===== config.mk =====
export PLATFORM = sky130hd
export DESIGN_NAME = ajrb_ctrl_flat
export DESIGN_NICKNAME = d
export VERILOG_FILES = /design/src/hdl/ajrb_pkg.sv /design/src/hdl/ajrb_in_if.sv /design/src/hdl/ajrb_out_if.sv /design/src/hdl/ajrb_ctrl.sv /design/src/flat_wrapper.sv
export SDC_FILE = /design/constraint.sdc
export NUM_CORES = 1
export LEC_CHECK = 0
export ABC_AREA = 1
export BUFFER_PORTS_ARGS = -buffer_cell sky130_fd_sc_hd__buf_2
export CORE_MARGIN = 3
export CORE_UTILIZATION = 55
export DETAILED_ROUTE_END_ITERATION = 10
export PLACE_DENSITY_LB_ADDON = 0.08
export SYNTH_ARGS = -nofsm -noshare
export SYNTH_HDL_FRONTEND = slang
export SYNTH_SLANG_ARGS = --single-unit

===== constraint.sdc =====
create_clock -name clk -period 7.7 [get_ports clk]
set_input_delay 1.54 -clock clk [delete_from_list [all_inputs] [get_ports clk]]
set_output_delay 1.54 -clock clk [all_outputs]
set_load 0.02 [all_outputs]

===== src/hdl/ajrb_pkg.sv =====
package ajrb_pkg;

  // Defaults for the top-level parameters
  localparam int RING_BYTES_DEF    = 4096;
  localparam int FRAME_SAMPLES_DEF = 32;

  // Fixed field widths
  localparam int CFG_W      = 12;
  localparam int FILL_OUT_W = 12;
  localparam int LEVEL_W    = 21;
  localparam int SAMPLE_W   = 16;

  localparam logic [CFG_W-1:0] PREBUF_RESET = 12'd2048;
  localparam logic [5:0]       LEVEL_GAIN   = 6'd50;

  // Input item codes
  localparam logic [1:0] MODE_WRITE = 2'd0;
  localparam logic [1:0] MODE_PLAY  = 2'd1;
  localparam logic [1:0] MODE_RESET = 2'd2;

  // Result status codes
  typedef enum logic [2:0] {
    ST_STORED   = 3'd0,
    ST_FULL     = 3'd1,
    ST_NO_SPEAK = 3'd2,
    ST_PREBUF   = 3'd3,
    ST_UNDERRUN = 3'd4,
    ST_SAMPLE   = 3'd5,
    ST_ODD_BYTE = 3'd6
  } status_t;

  // Controller states
  typedef enum logic [1:0] {
    S_IDLE,
    S_RD_HI,
    S_EMIT
  } state_t;

  // Magnitude of a 16-bit sample times the level gain, kept to 21 bits
  function automatic logic [LEVEL_W-1:0] level_of(input logic [SAMPLE_W-1:0] smp);
    logic [SAMPLE_W:0]   mag;
    logic [SAMPLE_W+6:0] prod;
    mag  = smp[SAMPLE_W-1] ? (17'h10000 - {1'b0, smp}) : {1'b0, smp};
    prod = mag * LEVEL_GAIN;
    return prod[LEVEL_W-1:0];
  endfunction

endpackage


===== src/hdl/ajrb_in_if.sv =====
interface ajrb_in_if;
  logic       valid;
  logic       ready;
  logic [1:0] mode;
  logic [7:0] data_byte;
  logic       speaking;
  logic       flush;

  modport source (output valid, mode, data_byte, speaking, flush, input ready);
  modport sink   (input valid, mode, data_byte, speaking, flush, output ready);
endinterface


===== src/hdl/ajrb_out_if.sv =====
interface ajrb_out_if;
  logic               valid;
  logic               ready;
  logic [2:0]         status;
  logic signed [15:0] sample;
  logic               last;
  logic [20:0]        audio_level;
  logic [11:0]        fill_bytes;

  modport source (output valid, status, sample, last, audio_level, fill_bytes, input ready);
  modport sink   (input valid, status, sample, last, audio_level, fill_bytes, output ready);
endinterface


===== src/hdl/ajrb_ctrl.sv =====
module ajrb_ctrl #(
  parameter int RING_BYTES    = 4096,
  parameter int FRAME_SAMPLES = 32
) (
  input  logic                          clk,
  input  logic                          rst_n,
  input  logic [ajrb_pkg::CFG_W-1:0]    prebuf,
  ajrb_in_if.sink                       in_ch,
  ajrb_out_if.source                    out_ch,
  output logic                          mem_we,
  output logic [$clog2(RING_BYTES)-1:0] mem_waddr,
  output logic [7:0]                    mem_wdata,
  output logic                          mem_re,
  output logic [$clog2(RING_BYTES)-1:0] mem_raddr,
  input  logic [7:0]                    mem_rdata
);
  import ajrb_pkg::*;

  localparam int AW          = $clog2(RING_BYTES);
  localparam int CW          = $clog2(FRAME_SAMPLES + 1);
  localparam int FRAME_BYTES = 2 * FRAME_SAMPLES;
  localparam logic [AW-1:0] LAST_ADDR = AW'(RING_BYTES - 1);

  state_t               state_r, state_nxt;
  logic [AW-1:0]        wp_r, wp_nxt;
  logic [AW-1:0]        rp_r, rp_nxt;
  logic [AW-1:0]        fill_r, fill_nxt;
  logic                 started_r, started_nxt;
  logic [LEVEL_W-1:0]   lvl_r, lvl_nxt;
  logic [CW-1:0]        cnt_r, cnt_nxt;
  logic                 first_r, first_nxt;
  logic [7:0]           lo_r, lo_nxt;

  logic                 out_valid_r;
  status_t              out_status_r;
  logic signed [15:0]   out_sample_r;
  logic                 out_last_r;
  logic [LEVEL_W-1:0]   out_level_r;
  logic [FILL_OUT_W-1:0] out_fill_r;

  logic                 out_free;
  logic                 in_acc;
  logic                 out_load;
  status_t              ld_status;
  logic signed [15:0]   ld_sample;
  logic                 ld_last;
  logic [LEVEL_W-1:0]   ld_level;
  logic [31:0]          fill_wide;
  logic [31:0]          fill_after_wide;
  logic [31:0]          half_wide;
  logic [CW-1:0]        half;
  logic [AW-1:0]        wp_inc;
  logic [AW-1:0]        rp_inc;
  logic [15:0]          smp;
  logic [LEVEL_W-1:0]   smp_level;

  assign out_free  = !out_valid_r || out_ch.ready;
  assign in_ch.ready = (state_r == S_IDLE) && out_free;
  assign in_acc    = in_ch.valid && in_ch.ready;

  // Pointer advance with wrap at the ring size
  assign wp_inc = (wp_r == LAST_ADDR) ? '0 : wp_r + 1'b1;
  assign rp_inc = (rp_r == LAST_ADDR) ? '0 : rp_r + 1'b1;

  // Samples in the next frame: fill capped at one frame, halved
  assign fill_wide = 32'(fill_r);
  assign half_wide = ((fill_wide > FRAME_BYTES) ? 32'(FRAME_BYTES) : fill_wide) >> 1;
  assign half      = half_wide[CW-1:0];

  // Assembled little-endian sample and its level
  assign smp       = {mem_rdata, lo_r};
  assign smp_level = level_of(smp);

  assign fill_after_wide = 32'(fill_nxt);

  // Next state, pointers and result selection
  always_comb begin
    state_nxt   = state_r;
    wp_nxt      = wp_r;
    rp_nxt      = rp_r;
    fill_nxt    = fill_r;
    started_nxt = started_r;
    lvl_nxt     = lvl_r;
    cnt_nxt     = cnt_r;
    first_nxt   = first_r;
    lo_nxt      = lo_r;
    mem_we      = 1'b0;
    mem_waddr   = wp_r;
    mem_wdata   = in_ch.data_byte;
    mem_re      = 1'b0;
    mem_raddr   = rp_r;
    out_load    = 1'b0;
    ld_status   = ST_STORED;
    ld_sample   = '0;
    ld_last     = 1'b1;
    ld_level    = lvl_r;

    unique case (state_r)
      S_IDLE: begin
        if (in_acc) begin
          unique case (in_ch.mode)
            MODE_WRITE: begin
              out_load = 1'b1;
              if (fill_r >= LAST_ADDR) begin
                ld_status = ST_FULL;
              end else begin
                mem_we    = 1'b1;
                wp_nxt    = wp_inc;
                fill_nxt  = fill_r + 1'b1;
                ld_status = ST_STORED;
              end
            end
            MODE_RESET: begin
              rp_nxt      = wp_r;
              fill_nxt    = '0;
              started_nxt = 1'b0;
            end
            MODE_PLAY: begin
              priority if (!in_ch.speaking) begin
                out_load  = 1'b1;
                ld_status = ST_NO_SPEAK;
              end else if (!started_r && (fill_wide < 32'(prebuf)) && !in_ch.flush) begin
                out_load  = 1'b1;
                ld_status = ST_PREBUF;
              end else if (fill_r == '0) begin
                out_load    = 1'b1;
                ld_status   = ST_UNDERRUN;
                started_nxt = in_ch.flush;
              end else if (half == '0) begin
                out_load    = 1'b1;
                ld_status   = ST_ODD_BYTE;
                started_nxt = 1'b1;
              end else begin
                // Start a frame: fetch the low byte of the first sample
                started_nxt = 1'b1;
                fill_nxt    = fill_r - AW'({half, 1'b0});
                cnt_nxt     = half;
                first_nxt   = 1'b1;
                mem_re      = 1'b1;
                rp_nxt      = rp_inc;
                state_nxt   = S_RD_HI;
              end
            end
            default: begin
            end
          endcase
        end
      end

      S_RD_HI: begin
        // Capture the low byte, fetch the high byte
        lo_nxt    = mem_rdata;
        mem_re    = 1'b1;
        rp_nxt    = rp_inc;
        state_nxt = S_EMIT;
      end

      S_EMIT: begin
        if (out_free) begin
          out_load  = 1'b1;
          ld_status = ST_SAMPLE;
          ld_sample = smp;
          ld_last   = (cnt_r == CW'(1));
          if (first_r) begin
            ld_level = smp_level;
            lvl_nxt  = smp_level;
          end
          first_nxt = 1'b0;
          cnt_nxt   = cnt_r - 1'b1;
          if (cnt_r == CW'(1)) begin
            state_nxt = S_IDLE;
          end else begin
            mem_re    = 1'b1;
            rp_nxt    = rp_inc;
            state_nxt = S_RD_HI;
          end
        end
      end

      default: begin
        state_nxt = S_IDLE;
      end
    endcase
  end

  // Control state
  always_ff @(posedge clk) begin
    if (!rst_n) begin
      state_r   <= S_IDLE;
      wp_r      <= '0;
      rp_r      <= '0;
      fill_r    <= '0;
      started_r <= 1'b0;
      lvl_r     <= '0;
      cnt_r     <= '0;
      first_r   <= 1'b0;
    end else begin
      state_r   <= state_nxt;
      wp_r      <= wp_nxt;
      rp_r      <= rp_nxt;
      fill_r    <= fill_nxt;
      started_r <= started_nxt;
      lvl_r     <= lvl_nxt;
      cnt_r     <= cnt_nxt;
      first_r   <= first_nxt;
    end
  end

  always_ff @(posedge clk) begin
    lo_r <= lo_nxt;
  end

  // Result register: load on a new result, drop after transfer
  always_ff @(posedge clk) begin
    if (!rst_n) begin
      out_valid_r <= 1'b0;
    end else if (out_load) begin
      out_valid_r <= 1'b1;
    end else if (out_ch.ready) begin
      out_valid_r <= 1'b0;
    end
  end

  always_ff @(posedge clk) begin
    if (out_load) begin
      out_status_r <= ld_status;
      out_sample_r <= ld_sample;
      out_last_r   <= ld_last;
      out_level_r  <= ld_level;
      out_fill_r   <= fill_after_wide[FILL_OUT_W-1:0];
    end
  end

  assign out_ch.valid       = out_valid_r;
  assign out_ch.status      = out_status_r;
  assign out_ch.sample      = out_sample_r;
  assign out_ch.last        = out_last_r;
  assign out_ch.audio_level = out_level_r;
  assign out_ch.fill_bytes  = out_fill_r;

endmodule


===== src/flat_wrapper.sv =====
// flat-port wrapper written by rule: the top's interface ports become plain ports
module ajrb_ctrl_flat import ajrb_pkg::*;
#(
  parameter int RING_BYTES    = 4096,
  parameter int FRAME_SAMPLES = 32
)
  (clk, rst_n, prebuf, mem_we, mem_waddr, mem_wdata, mem_re, mem_raddr, mem_rdata, in_ch_valid, in_ch_mode, in_ch_data_byte, in_ch_speaking, in_ch_flush, in_ch_ready, out_ch_valid, out_ch_status, out_ch_sample, out_ch_last, out_ch_audio_level, out_ch_fill_bytes, out_ch_ready);
  ajrb_in_if in_ch_i ();
  ajrb_out_if out_ch_i ();
  input  logic clk;
  input  logic rst_n;
  input  logic [ajrb_pkg::CFG_W-1:0] prebuf;
  output logic mem_we;
  output logic [$clog2(RING_BYTES)-1:0] mem_waddr;
  output logic [7:0] mem_wdata;
  output logic mem_re;
  output logic [$clog2(RING_BYTES)-1:0] mem_raddr;
  input  logic [7:0] mem_rdata;
  input wire logic [$bits(in_ch_i.valid)-1:0] in_ch_valid;
  input wire logic [$bits(in_ch_i.mode)-1:0] in_ch_mode;
  input wire logic [$bits(in_ch_i.data_byte)-1:0] in_ch_data_byte;
  input wire logic [$bits(in_ch_i.speaking)-1:0] in_ch_speaking;
  input wire logic [$bits(in_ch_i.flush)-1:0] in_ch_flush;
  output wire logic [$bits(in_ch_i.ready)-1:0] in_ch_ready;
  output wire logic [$bits(out_ch_i.valid)-1:0] out_ch_valid;
  output wire logic [$bits(out_ch_i.status)-1:0] out_ch_status;
  output wire logic [$bits(out_ch_i.sample)-1:0] out_ch_sample;
  output wire logic [$bits(out_ch_i.last)-1:0] out_ch_last;
  output wire logic [$bits(out_ch_i.audio_level)-1:0] out_ch_audio_level;
  output wire logic [$bits(out_ch_i.fill_bytes)-1:0] out_ch_fill_bytes;
  input wire logic [$bits(out_ch_i.ready)-1:0] out_ch_ready;
  assign in_ch_i.valid = in_ch_valid;
  assign in_ch_i.mode = in_ch_mode;
  assign in_ch_i.data_byte = in_ch_data_byte;
  assign in_ch_i.speaking = in_ch_speaking;
  assign in_ch_i.flush = in_ch_flush;
  assign in_ch_ready = in_ch_i.ready;
  assign out_ch_valid = out_ch_i.valid;
  assign out_ch_status = out_ch_i.status;
  assign out_ch_sample = out_ch_i.sample;
  assign out_ch_last = out_ch_i.last;
  assign out_ch_audio_level = out_ch_i.audio_level;
  assign out_ch_fill_bytes = out_ch_i.fill_bytes;
  assign out_ch_i.ready = out_ch_ready;
  ajrb_ctrl #(.RING_BYTES(RING_BYTES), .FRAME_SAMPLES(FRAME_SAMPLES)) u_core (.clk(clk), .rst_n(rst_n), .prebuf(prebuf), .in_ch(in_ch_i), .out_ch(out_ch_i), .mem_we(mem_we), .mem_waddr(mem_waddr), .mem_wdata(mem_wdata), .mem_re(mem_re), .mem_raddr(mem_raddr), .mem_rdata(mem_rdata));
endmodule

After elaboration in Yosys (flattened, before gate mapping)
Cells that the tools add are included.
{"block": "classes", "muxes": 85, "eq_ne": 22, "n_addsub": 6, "n_bitwise": 1, "magnitude_cmp": 3, "n_reduce_logical": 22, "mul": 1}
{"op": "2-to-1 mux 12 bit", "count": 16}
{"op": "one-hot mux 12 bit (3 select lines)", "count": 2}
{"op": "2-to-1 mux 21 bit", "count": 3}
{"op": "2-to-1 mux 6 bit", "count": 7}
{"op": "adder 12 x 1 -> 12 bit (second input constant)", "count": 3}
{"op": "2-to-1 mux 1 bit", "count": 32}
{"op": "equality test 12 bit (second input constant)", "count": 2}
{"op": "one-hot mux 12 bit (2 select lines)", "count": 1}
{"op": "multiplier 17 x 5 -> 20 bit (second input constant)", "count": 1}
{"op": "2-to-1 mux 3 bit", "count": 6}
{"op": "2-to-1 mux 17 bit", "count": 1}
{"op": "subtractor 17 x 16 -> 17 bit (first input constant)", "count": 1}
{"op": "!= test 2 bit (second input constant)", "count": 8}
{"op": "!= test 3 bit (second input constant)", "count": 5}
{"op": "2-to-1 mux 2 bit", "count": 7}
{"op": "greater-or-equal comparator 12 bit (second input constant)", "count": 1}
{"op": "> comparator 12 x 7 -> 1 bit (second input constant)", "count": 1}
{"op": "logical NOT 12 bit", "count": 1}
{"op": "< comparator 12 bit", "count": 1}
{"op": "one-hot mux 3 bit (2 select lines)", "count": 2}
{"op": "one-hot mux 6 bit (2 select lines)", "count": 1}
{"op": "subtractor 12 x 7 -> 12 bit", "count": 1}
{"op": "AND reduction 9 bit", "count": 1}
{"op": "one-hot mux 1 bit (2 select lines)", "count": 4}
{"op": "21 further kinds", "count": 32}
{"block": "totals", "word_cells": 155, "input_bits": 36, "register_bits": 129, "out_inout_bits": 89}

Depth between registers and ports, before layout
Gate-level depths: netlist (run 1).
{"block": "logic_depth", "word_depth": 11, "ltp_mapped": 24}

Least setup slack after synthesis (run 1)
No wires, ideal clock.
{"block": "synth_timing", "path_type": "input to register", "startpoint": "in mem_rdata[7]", "endpoint": "reg u_core.out_level_r[20] (netlist: u_core.out_ch.audio_level[20]), data pin", "n_path_buf": 1, "setup_slack_ns": 2.766, "arrival_ns": 4.675, "stages": 20, "setup_ns": 0.259, "path_cell_list": "clkbuf_1 nand2_1 o21ai_0 xor2_1 ha_1 ha_1 inv_1 fa_1 inv_1 ha_1 inv_1 o21ai_0 a21oi_1 o21ai_0 and3_1 nor2_1 nand2_1 nand3_1 o21ai_0 inv_1"}
{"block": "synth_via", "elab_chain_len": 6}
{"element": "start, declared", "line": "flat_wrapper.sv:18", "text": "input logic [7:0] mem_rdata;"}
{"element": "subtractor 17 x 16 -> 17 bit", "line": "ajrb_pkg.sv:43", "text": "mag = smp[SAMPLE_W-1] ? (17'h10000 - {1'b0, smp}) : {1'b0, smp};"}
{"element": "2-to-1 mux 17 bit (*)", "line": "ajrb_pkg.sv:43"}
{"element": "multiplier 17 x 5 -> 20 bit (*)", "line": "ajrb_pkg.sv:44", "text": "prod = mag * LEVEL_GAIN;"}
{"element": "2-to-1 mux 21 bit (*)", "line": "ajrb_ctrl.sv:164", "text": "if (first_r) begin"}
{"element": "2-to-1 mux 21 bit (*)"}
{"element": "2-to-1 mux 21 bit (*)", "line": "ajrb_ctrl.sv:98", "text": "unique case (state_r)"}
{"element": "via u_core.ld_level[20]", "line": "ajrb_ctrl.sv:47", "text": "logic [LEVEL_W-1:0] ld_level;"}
{"element": "end signal, assigned", "line": "ajrb_ctrl.sv:229", "text": "out_level_r <= ld_level;"}
{"element": "end, declared", "line": "ajrb_ctrl.sv:38", "text": "logic [LEVEL_W-1:0] out_level_r;"}
Mark *: on every way through the listed nets, which the timed path passes. The rest lies on a longest branch.
A chain may end at the register's enable or synchronous reset.

Worst setup path in the final report (run 1)
{"block": "layout_timing", "startpoint": "in mem_rdata[7]", "endpoint": "reg u_core.out_level_r[15] (netlist: u_core.out_ch.audio_level[15]), data pin"}
{"block": "layout_via", "elab_chain_len": 5}
{"element": "2-to-1 mux 17 bit", "line": "ajrb_pkg.sv:43"}
{"element": "multiplier 17 x 5 -> 20 bit", "line": "ajrb_pkg.sv:44"}
{"element": "2-to-1 mux 21 bit", "line": "ajrb_ctrl.sv:164"}
{"element": "2-to-1 mux 21 bit"}
{"element": "2-to-1 mux 21 bit", "line": "ajrb_ctrl.sv:98"}
{"element": "via u_core.ld_level[15]", "line": "ajrb_ctrl.sv:47"}
The timed path passes the listed nets, and every way through them passes these cells.

==> metrics.csv, run 1 <==
stage,metric,value,unit
floorplan,core_area,15370,µm²
power,p_leak,4.916,nW
grt,antenna_found_initial,0,
clocking,h-tree-depth,4,
power,switchingPower,1.321,mW
power,switching_share,0.4297,
grt,grt_max_degree,54,
timing,fin_crit,5.006,ns
synthesis,synth.top_cell.area_share,0.2091,
critical_path,required,7.87,ns
power,combPwrFrac,0.462,
synthesis,synth.distinct_cells,52,
power,clockPowerShare,0.254,
placement,gp_congestion,0.9300,
clocking,cts_buffers,17,
clocking,post-cts-setup-buffers,0,
outcome,status,completed,
clocking,postCtsHoldBufs,0,
synthesis,syn_avg_cell_area,7.727,µm²
power,seq_power_share,0.284,
synthesis,synth_compound_area_frac,0.1072,
power,internal_power,1.754,mW
floorplan,chipHeight,132.2,µm
critical_path,cp_data_arrival_time,5.17,ns
critical_path,critPathMaxStageDelay,0.51,ns
grt,grt_pass1_wl,34.87,mm
floorplan,ios,125,
finish,num-fill-cells,1456,
floorplan,core.rowCount,45,
flow_run,drv_cap,0,
timing,skew,0.01105,ns
clocking,cts_resized,0,
clocking,clkSinkCount,129,
floorplan,initial_utilization,0.5700,
drt,detail_route.first_pass.iterations,5,
timing,slew_viol_final,0,
timing,tightest_slew,0.8423,ns
drt,via_per_inst,5.223,
placement,placedCellCount,1426,
floorplan,die_area,17480,µm²
grt,grt_usage,0.2443,
floorplan,die_width,132.2,µm
finish,drive_above_1_share,0.1532,
clocking,path_clk_slew,0.06,ns
synthesis,synth_fa_ha_area_frac,0.1351,
synthesis,synth_largest_area_cell,edfxtp_1,
timing,slew_headroom,0.4351,
finish,n_antenna_cell,0,
synthesis,yosys_warnings,0,
finish,mostFrequentLayoutCells,"209 x inv_1, 191 x nand2_1, 118 x nor2_1",
drt,drc,0,
synthesis,synth_ff_type,dfxtp_1,
placement,dp.final_hpwl,15.87,mm
synthesis,synth_top_family_by_area,simple AND/OR/NAND/NOR gates,
timing,hold_viol,0,
drt,wl_per_cell,14.36,µm
synthesis,synthSimpleGateAreaFrac,0.2312,
critical_path,cp-end-kind,flop,
synthesis,synth_xor_area_frac,0.04798,
finish,fin_cells,1458,
critical_path,slowest_stage,fa_1,
drt,wirelength,20.93,mm
critical_path,crit_type,in -> reg,
timing,min_period_over_period,0.6502,
drt,drt_iter0_markers,561,
critical_path,crit_path_frequent_cell,inv_1,
synthesis,synth.area.mux_share,0,
min_path,min_path_type,reg -> reg,
critical_path,cp_cell_sequence,buf_2 -> inv_1 -> o21ai_0 -> xor2_1 -> ha_1 -> ha_1 -> inv_1 -> fa_1 -> inv_1 -> ha_1 -> inv_1 -> o21bai_1 -> a21oi_1 -> o21ai_0 -> nand2_1 -> nand2_1 -> xor2_1 -> o21ai_0 -> inv_1,
timing,rsz0062_at_grt,false,
clocking,cts_buffer_depth,2,
synthesis,syn_area,8762,µm²
power,pwr_density_cell,307.9,nW/µm²
timing,max_freq,199.7,MHz
clocking,clock_latency,0.42,ns
critical_path,start_kind,input port,
synthesis,synth_area_leaders,"edfxtp_1 21%, dfxtp_1 16%, ha_1 11%",
synthesis,synth_edf_count,61,
synthesis,synth_seq_cells,129,
synthesis,synthCells,1134,
placement,portBuffers,108,
critical_path,path_max_fanout,14,
synthesis,synthArstFlopShare,0,
clocking,ctsRootBufferMaster,clkbuf_16,
power,ir_drop,0.0002111,V
finish,layout_commonest_cell,inv_1,
finish,final_nets,1358,
grt,grt-ovfl-total,0,
timing,final-setup-viol-count,0,
drt,via_count,7615,
drt,ant_nets,0,
finish,area_delta_synth_final,13.97,%
grt,grt_pass1_vias,7241,
timing,tns,0,ns
synthesis,ys_seq_area_frac,0.3644,
clocking,cts_tree,done,
## state kept, by name (all words and copies together), names as in the netlist
register                   cells
u_core.lvl_r                  21
u_core.out_ch.audio_level     21
u_core.out_ch.sample          16
u_core.fill_r                 12
u_core.mem_raddr              12
u_core.mem_waddr              12
u_core.out_ch.fill_bytes      12
u_core.lo_r                    8
u_core.cnt_r                   6
u_core.out_ch.status           3
u_core.state_r                 2
u_core.first_r                 1
u_core.out_ch.last             1
u_core.out_ch.valid            1
u_core.started_r               1
## Yosys cell counts, types with 9 or more instances
cell	count
inv_1	209
nand3_1	70
xor2_1	36
nor2_1	119
nor3_1	16
a211oi_1	9
or2_2	10
clkbuf_1	11
a21oi_1	67
o21ai_0	61
buf_4	9
xnor2_1	12
nand4_1	12
dfxtp_1	68
fa_1	11
nand2_1	191
edfxtp_1	61
ha_1	77
## layer usage
metal | up-vias | global-route usage | wire length (µm)
met4 | 0 | 0.09700 | 578
met2 | 183 | 0.4099 | 10120
li1 | 3870 | - | -
met3 | 49 | 0.04542 | 934
met5 | - | 0 | 0
met1 | 3513 | 0.3131 | 9301
## metrics by stage
stage	hold slack (ns)	util	cell area (µm²)	power (mW)	setup slack, ns
after global routing	0.4701	0.6497	9986	3.335	2.246
final	0.4542	0.6497	9986	3.075	2.694
after global placement	0.4368	0.6125	9415	2.293	2.410
after floorplan	0.4247	-	8766	1.960	2.766
after detailed placement	0.4442	0.6125	9415	2.302	2.224
after CTS	0.4544	0.6497	9986	3.096	2.716
## power groups by stage
stage	Clock, mW	Combinational [mW]	Sequential [mW]
after floorplan	0	1.02	0.939
after global routing	0.828	1.62	0.884
final	0.781	1.42	0.874
after global placement	0	1.41	0.886
after detailed placement	0	1.42	0.887
after CTS	0.796	1.43	0.873
## logic make-up after synthesis
family                   Yosys count
AO/OA/AOI/OAI                    168
XOR/XNOR                          48
adder cells (fa/ha/maj)           88
AND/OR/NAND/NOR                  454
buffers and inverters            246
other                              1
flip-flops                       129
## critical path: cells and delay by family
kind	cells	cell delay, ns
buf+inv	6	0.60
compound gates	5	1.06
simple gates	2	0.15
fa+ha+maj	4	1.41
xor+xnor	2	0.41
## path summary, 6_finish.rpt
kind	from	endpoint	slack (ns)	cells past startpoint
max	mem_rdata[7]	u_core.out_ch.audio_level[15]$_DFFE_PP_	2.69	19
min reg2reg	u_core.lvl_r[0]$_SDFF_PN0_	u_core.lvl_r[0]$_SDFF_PN0_	0.45	2
min	u_core.lvl_r[0]$_SDFF_PN0_	u_core.lvl_r[0]$_SDFF_PN0_	0.45	2
max reg2reg	u_core.lo_r[5]$_DFFE_PN_	u_core.out_ch.audio_level[14]$_DFFE_PP_	3.17	17
## area by class of cell
class                      count  area, µm²  area share
inverter                     215      810.8     0.08119
clock buffer                  17      425.4     0.04260
multi-input combinational    760       4584      0.4591
tap                          211      264.0     0.02644
clock inverter                15      145.1     0.01453
sequential                   129       3193      0.3198
timing repair buffer         111      563.0     0.05638
No activity file was read; power rests on OpenSTA's default activity.
==> run 2, diff against run 1 <==
--- a/config.mk
+++ b/config.mk
@@ -8,7 +8,7 @@
 export ABC_AREA = 1
 export BUFFER_PORTS_ARGS = -buffer_cell sky130_fd_sc_hd__buf_2
 export CORE_MARGIN = 3
-export CORE_UTILIZATION = 55
+export CORE_UTILIZATION = 53
 export DETAILED_ROUTE_END_ITERATION = 10
 export PLACE_DENSITY_LB_ADDON = 0.08
 export SYNTH_ARGS = -nofsm -noshare
==> constraint.sdc (replaced) <==
create_clock -name clk -period 4.23 [get_ports clk]
set_input_delay 0.846 -clock clk [delete_from_list [all_inputs] [get_ports clk]]
set_output_delay 0.846 -clock clk [all_outputs]
set_load 0.02 [all_outputs]
==> run 2 against run 1 <==
- clock power up 91%
- total power grew 120%
- hold slack better by 0.0031 ns
- critical path depth rose by 1
- cell count increased by 6.7%
- non-clock buffer count is 92 higher
- routed wire length up 9.8%
- combinational power rose to 2.5 times the previous value
- sequential power grew 82%
- register-to-register slack got worse by 3.1 ns
- critical path type is now reg -> reg
- largest cell class unchanged
==> metrics.csv, run 2 (same netlist as run 1, synthesis figures left out) <==
stage,metric,value,unit,change
critical_path,cp_data_arrival_time,4.35,ns,was 5.17 ns
critical_path,regToRegEndpoint,u_core.out_ch.audio_level[18]$_DFFE_PP_,,was u_core.out_ch.audio_level[14]$_DFFE_PP_
grt,antenna_found_initial,0,,unchanged
timing,fin_crit,4.177,ns,
placement,placedCellCount,1509,,"was 1,426"
critical_path,required,4.41,ns,was 7.87 ns
clocking,cts_buffer_depth,2,,unchanged
timing,slew_viol_final,0,,unchanged
timing,hold_viol,0,,unchanged
floorplan,initial_utilization,0.5457,,was 0.5700
finish,final_nets,1450,,"was 1,358"
critical_path,crit_type,reg -> reg,,was in -> reg
placement,gp_congestion,0.9425,,was 0.9300
grt,grt_max_degree,54,,unchanged
grt,grt_usage,0.2477,,was 0.2443
min_path,min_to,u_core.lvl_r[0]$_SDFF_PN0_,,unchanged
placement,placed_cell_area,10020,µm²,was 9415 µm²
floorplan,chipHeight,134.6,µm,was 132.2 µm
power,p_leak,5.421,nW,was 4.916 nW
outcome,status,completed,,unchanged
floorplan,ios,125,,unchanged
drt,wirelength,22.98,mm,was 20.93 mm
timing,min_period_over_period,0.9874,,
critical_path,cp-end-kind,flop,,unchanged
timing,tightest_slew,0.8257,ns,was 0.8423 ns
critical_path,r2r_slack,0.05,ns,was 3.17 ns
timing,max_freq,239.4,MHz,
placement,dp.final_hpwl,16.62,mm,was 15.87 mm
finish,area_delta_synth_final,27.59,%,was 13.97%
drt,via_count,7972,,"was 7,615"
flow_run,drv_cap,0,,unchanged
timing,skew,0.01086,ns,was 0.01105 ns
timing,setup_ws,0.05327,ns,was 2.694 ns
finish,drive_above_1_share,0.2681,,was 0.1532
floorplan,core_area,16060,µm²,"was 15,370 µm²"
clocking,clock_latency,0.42,ns,about the same
grt,grt_pass1_vias,7609,,"was 7,241"
critical_path,r2r_cells,20,,was 17
finish,layout_commonest_cell,inv_1,,unchanged
grt,grt-ovfl-total,0,,unchanged
clocking,h-tree-depth,4,,unchanged
power,ir_drop,0.0004523,V,was 0.0002111 V
timing,final-setup-viol-count,0,,unchanged
critical_path,rr_startpoint,u_core.lo_r[5]$_DFFE_PN_,,unchanged
min_path,min_path_type,reg -> reg,,unchanged
placement,dp_slack,-0.2852,ns,was 2.224 ns
min_path,whs_path_depth,2,,unchanged
floorplan,die_area,18110,µm²,"was 17,480 µm²"
clocking,cts_buffers,17,,unchanged
finish,n_antenna_cell,0,,unchanged
finish,final_cell_area,11180,µm²,was 9986 µm²
critical_path,start_kind,flop,,was input port
floorplan,die_width,134.6,µm,was 132.2 µm
critical_path,path_max_fanout,3,,was 14
floorplan,core.rowCount,46,,was 45
timing,rsz0062_at_grt,true,,was false
finish,fin_cells,1555,,"was 1,458"
drt,ant_nets,0,,unchanged
drt,via_per_inst,5.127,,was 5.223
finish,num-fill-cells,1329,,"was 1,456"
clocking,ctsRootBufferMaster,clkbuf_16,,unchanged
placement,portBuffers,108,,unchanged
finish,mostFrequentLayoutCells,"202 x inv_1, 179 x nand2_1, 113 x nor2_1",,"was 209 x inv_1, 191 x nand2_1, 118 x nor2_1"
clocking,path_clk_slew,0.06,ns,about the same
clocking,cts_tree,done,,unchanged
grt,grt_pass1_wl,36.07,mm,was 34.87 mm
min_path,hold_start,u_core.lvl_r[0]$_SDFF_PN0_,,unchanged
drt,drc,0,,unchanged
drt,wl_per_cell,14.78,µm,was 14.36 µm
power,pwr_density_cell,593.6,nW/µm²,was 307.9 nW/µm²
drt,detail_route.first_pass.iterations,6,,was 5
timing,slew_headroom,0.4462,,was 0.4351
drt,drt_iter0_markers,624,,was 561
clocking,clkSinkCount,129,,unchanged
run 2: changes by cell type in the layout (fill, tap and decap cells not counted), moves of 11 or more:
cell,change
a21oi_1,-11
buf_4,+88
ha_1,-12
ha_4,+11
nand2_1,-12
o21ai_0,-15
run 2: final cells by class:
type / instances / area (µm²) / share of cell area
flip-flops and latches: 129 / 3193 / 0.2856
well taps: 216 / 270.3 / 0.02417
clock inverters: 15 / 167.7 / 0.01500
multi-input cells: 760 / 5032 / 0.4501
repair buffers: 203 / 1277 / 0.1143
inverters: 215 / 813.3 / 0.07275
clock buffers: 17 / 425.4 / 0.03805
run 2: power breakdown:
group,switching (mW),internal [mW]
sequential,0.112,1.47
combinational,2.00,1.56
clock,0.605,0.883
run 2: per-stage QoR:
stage	utilization	hold slack, ns	setup TNS (ns)	total power [mW]
6_report	0.6962	0.4574	0	6.636
3_3_place_gp	0.6240	0.4398	-1.378	4.779
2_1_floorplan	-	0.4247	0	3.571
4_1_cts	0.6671	0.4593	0	6.355
5_1_grt	0.6962	0.4968	-1.350	7.160
3_5_place_dp	0.6240	0.4492	-2.674	4.814
run 2: worst max-delay path by stage:
stage | cells past startpoint | startpoint | endpoint | slack [ns]
final | 20 | u_core.lo_r[5]$_DFFE_PN_ | u_core.out_ch.audio_level[18]$_DFFE_PP_ | 0.05
after global routing | 23 | u_core.lo_r[5]$_DFFE_PN_ | u_core.out_ch.audio_level[19]$_DFFE_PP_ | -0.17
after CTS | 21 | u_core.lo_r[4]$_DFFE_PN_ | u_core.out_ch.audio_level[19]$_DFFE_PP_ | 0.009
after detailed placement | 21 | mem_rdata[2] | u_core.out_ch.audio_level[20]$_DFFE_PP_ | -0.29
after global placement | 20 | mem_rdata[2] | u_core.out_ch.audio_level[20]$_DFFE_PP_ | -0.18
after floorplan | 19 | mem_rdata[7] | u_core.out_ch.audio_level[15]$_DFFE_PP_ | 0.04
run 2: repair_timing:
| action | in CTS | in global routing |
|---|---|---|
| endpoints found under the hold margin | 0 | 0 |
| pin swaps | 3 | 41 |
| setup endpoints to repair | 3 | 19 |
| resized for setup | 12 | 91 |
| setup buffers | 6 | 8 |
| hold buffers | 0 | 0 |
run 2: critical path: stages, from the launching register on:
cell      delay [ns]
edfxtp_1        0.45
nor4_2          0.33
inv_1           0.12
nor2_2          0.13
nand2_2         0.10
nor3_4          0.23
a21oi_2         0.10
xor2_2          0.19
ha_1            0.27
ha_1            0.29
inv_1           0.05
fa_1            0.50
inv_2           0.05
ha_4            0.30
nand2_4         0.07
nor4_1          0.28
nand2_1         0.11
nand3_1         0.10
nand3_1         0.07
o21ai_1         0.11
inv_1           0.05
run 2: layer usage:
| metal | GRT usage | up-vias | wire (µm) | part of all wire |
|---|---|---|---|---|
| li1 | - | 4040 | - | - |
| met1 | 0.3184 | 3713 | 9879 | 0.43 |
| met2 | 0.4332 | 185 | 11750 | 0.51 |
| met3 | 0.03763 | 34 | 919 | 0.040 |
| met4 | 0.07410 | 0 | 432 | 0.019 |
| met5 | 0 | - | 0 | 0 |
==> run 3, diff against run 2 <==
--- a/config.mk
+++ b/config.mk
@@ -7,8 +7,9 @@
 export LEC_CHECK = 0
 export ABC_AREA = 1
 export BUFFER_PORTS_ARGS = -buffer_cell sky130_fd_sc_hd__buf_2
+export CORE_ASPECT_RATIO = 0.7
 export CORE_MARGIN = 3
-export CORE_UTILIZATION = 53
+export CORE_UTILIZATION = 40
 export DETAILED_ROUTE_END_ITERATION = 10
 export PLACE_DENSITY_LB_ADDON = 0.08
 export SYNTH_ARGS = -nofsm -noshare
==> run 3 against run 2 <==
- sequential share of layout area is 0.17 points lower
- fmax is 0.59% higher
- critical path type unchanged
- register-to-register slack improved by 0.02 ns
- routed wire length rose by 4.7%
- hold slack got worse by 0.0031 ns
- clock power shrank 3%
- via count shrank 1.1%
- cell count is 4.1% higher
- die area grew 31%
- core utilization fell by 16 points
- first-iteration DRC count fell by 16%
==> metrics.csv, run 3 (same netlist as run 1, synthesis figures left out) <==
stage,metric,value,unit,change
finish,n_antenna_cell,0,,unchanged
critical_path,r2r_cells,22,,was 20
power,internal_power,3.939,mW,was 3.915 mW
grt,grt_usage,0.2048,,was 0.2477
clocking,clock_latency,0.43,ns,was 0.42 ns
critical_path,path_max_fanout,4,,was 3
drt,drc,0,,unchanged
critical_path,crit_type,reg -> reg,,unchanged
grt,grt_pass1_wl,39.03,mm,was 36.07 mm
critical_path,rr_startpoint,u_core.lo_r[2]$_DFFE_PN_,,was u_core.lo_r[5]$_DFFE_PN_
timing,tns,0,ns,unchanged
drt,wirelength,24.06,mm,was 22.98 mm
timing,final-setup-viol-count,0,,unchanged
finish,drive_above_1_share,0.2688,,was 0.2681
floorplan,core.rowCount,44,,was 46
critical_path,r2r_slack,0.08,ns,was 0.05 ns
placement,gp_congestion,0.8916,,was 0.9425
critical_path,crit_path_frequent_cell,ha_4,,was inv_1
clocking,path_clk_slew,0.06,ns,about the same
finish,area_delta_synth_final,28.33,%,was 27.59%
drt,ant_nets,0,,unchanged
clocking,clkSinkCount,129,,unchanged
drt,drt_iter0_markers,526,,was 624
min_path,min_path_type,reg -> reg,,unchanged
power,switchingPower,2.777,mW,was 2.721 mW
floorplan,die_area,23750,µm²,"was 18,110 µm²"
grt,grt_max_degree,42,,was 54
floorplan,core_area,21140,µm²,"was 16,060 µm²"
drt,detail_route.first_pass.iterations,6,,unchanged
drt,wl_per_cell,14.86,µm,was 14.78 µm
floorplan,ios,125,,unchanged
clocking,postCtsHoldBufs,0,,unchanged
critical_path,start_kind,flop,,unchanged
power,combPwrFrac,0.550,,was 0.537
power,clockPowerShare,0.214,,was 0.224
clocking,cts_buffer_depth,2,,unchanged
power,ir_drop,0.0003239,V,was 0.0004523 V
power,seq_power_share,0.235,,was 0.239
timing,min_period_over_period,0.9816,,was 0.9874
critical_path,cp_data_arrival_time,4.33,ns,was 4.35 ns
timing,slew_viol_final,0,,unchanged
clocking,ctsRootBufferMaster,clkbuf_16,,unchanged
min_path,hold_start,u_core.lvl_r[0]$_SDFF_PN0_,,unchanged
clocking,h-tree-depth,4,,unchanged
critical_path,critPathMaxStageDelay,0.49,ns,was 0.50 ns
flow_run,drv_cap,0,,unchanged
min_path,whs_path_depth,2,,unchanged
critical_path,slowest_stage,fa_1,,unchanged
finish,mostFrequentLayoutCells,"199 x inv_1, 180 x nand2_1, 112 x nor2_1",,"was 202 x inv_1, 179 x nand2_1, 113 x nor2_1"
critical_path,required,4.41,ns,about the same
finish,final_nets,1454,,"was 1,450"
timing,slew_headroom,0.2161,,was 0.4462
critical_path,regToRegEndpoint,u_core.out_ch.audio_level[20]$_DFFE_PP_,,was u_core.out_ch.audio_level[18]$_DFFE_PP_
drt,via_per_inst,4.868,,was 5.127
outcome,status,completed,,unchanged
clocking,cts_tree,done,,unchanged
critical_path,cp_cell_sequence,nor4_2 -> inv_1 -> nor2_2 -> nand2_2 -> nor3_4 -> a21oi_2 -> xor2_2 -> buf_4 -> ha_4 -> ha_4 -> inv_2 -> fa_1 -> inv_2 -> ha_4 -> a21oi_2 -> o21bai_1 -> a21oi_1 -> o21ai_2 -> o21bai_1 -> nand3_2 -> o21ai_2 -> inv_1,,was nor4_2 -> inv_1 -> nor2_2 -> nand2_2 -> nor3_4 -> a21oi_2 -> xor2_2 -> ha_1 -> ha_1 -> inv_1 -> fa_1 -> inv_2 -> ha_4 -> nand2_4 -> nor4_1 -> nand2_1 -> nand3_1 -> nand3_1 -> o21ai_1 -> inv_1
power,pwr_density_cell,597.2,nW/µm²,was 593.6 nW/µm²
timing,fin_crit,4.152,ns,was 4.177 ns
placement,portBuffers,108,,unchanged
floorplan,initial_utilization,0.4145,,was 0.5457
timing,hold_viol,0,,unchanged
critical_path,path_buf_inv,5,,was 4
floorplan,chipHeight,129.8,µm,was 134.6 µm
critical_path,critPathTopFamily,adder cells,,was simple AND/OR/NAND/NOR gates
power,switching_share,0.4135,,was 0.4100
floorplan,die_width,182.9,µm,was 134.6 µm
grt,grt_pass1_vias,7747,,"was 7,609"
placement,dp.final_hpwl,18.02,mm,was 16.62 mm
min_path,min_to,u_core.lvl_r[0]$_SDFF_PN0_,,unchanged
finish,fin_util,0.5319,,was 0.6962
finish,layout_commonest_cell,inv_1,,unchanged
timing,rsz0062_at_grt,true,,unchanged
grt,antenna_found_initial,0,,unchanged
timing,skew,0.009680,ns,was 0.01086 ns
timing,max_freq,240.8,MHz,was 239.4 MHz
drt,via_count,7881,,"was 7,972"
grt,grt-ovfl-total,0,,unchanged
power,p_total,6.716,mW,was 6.636 mW
critical_path,cp-end-kind,flop,,unchanged
clocking,cts_buffers,17,,unchanged
timing,tightest_slew,1.175,ns,was 0.8257 ns
power,p_leak,5.435,nW,was 5.421 nW
==> run 3: changes by cell type in the layout (fill, tap and decap cells not counted), moves of 4 or more <==
cell / before / now
buf_4: 91 / 97
inv_2: 9 / 13
inv_6: 6 / 1
o21ai_0: 46 / 50
==> run 3: timing repair <==
| item | 4_1_cts | 5_1_grt |
|---|---|---|
| gates resized for setup | 12 | 94 |
| buffers inserted | 4 | 8 |
| setup endpoints to repair | 7 | 21 |
| pin swaps | 1 | 40 |
==> run 3: worst min-delay path, stage by stage, from the launching register on <==
cell and delay, ns:
dfxtp_1 0.29, nand2_1 0.08, nor2_1 0.04
==> run 3: routing by layer <==
layer,share of wire,GRT usage
met1,0.51,0.2964
met2,0.43,0.3138
met3,0.046,0.04625
met4,0.010,0.04700
met5,0,0
==> run 3: through the flow <==
step                      hold slack, ns  setup slack (ns)  instance area [µm²]  std cells
after floorplan                   0.4247           0.03866                 8766       1135
after global placement            0.4425           -0.2883                10130       1576
after detailed placement          0.4443           -0.2981                10130       1576
after CTS                         0.4533         -0.001089                10770       1612
after global routing              0.4740           -0.1699                11240       1619
final                             0.4543           0.07784                11240       1619
==> run 3: how the worst max path moves through the flow <==
| stage | start | to | slack (ns) | cells after the start |
|---|---|---|---|---|
| after floorplan | mem_rdata[7] | u_core.out_ch.audio_level[15]$_DFFE_PP_ | 0.04 | 19 |
| after detailed placement | mem_rdata[2] | u_core.out_ch.audio_level[20]$_DFFE_PP_ | -0.30 | 20 |
| after global placement | mem_rdata[0] | u_core.out_ch.audio_level[20]$_DFFE_PP_ | -0.29 | 19 |
| after CTS | u_core.lo_r[4]$_DFFE_PN_ | u_core.out_ch.audio_level[20]$_DFFE_PP_ | -0.001 | 21 |
| final | u_core.lo_r[2]$_DFFE_PN_ | u_core.out_ch.audio_level[20]$_DFFE_PP_ | 0.08 | 22 |
| after global routing | u_core.lo_r[2]$_DFFE_PN_ | u_core.out_ch.audio_level[20]$_DFFE_PP_ | -0.17 | 22 |
==> run 3: final cells by class <==
cell class                      instances  area, µm²
Fill cell                            2064       9896
Multi-Input combinational cell        760       5040
Sequential cell                       129       3193
Timing Repair Buffer                  207       1291
Inverter                              215      810.8
Clock buffer                           21      493.0
Tap cell                              276      345.3
Clock inverter                         11      71.32
==> run 3: power by group through the flow <==
stage | logic (mW) | registers, mW | clock network [mW]
2_1_floorplan | 1.86 | 1.71 | 0
3_3_place_gp | 3.27 | 1.61 | 0
3_5_place_dp | 3.28 | 1.60 | 0
4_1_cts | 3.32 | 1.58 | 1.47
5_1_grt | 4.13 | 1.60 | 1.52
6_report | 3.69 | 1.58 | 1.44
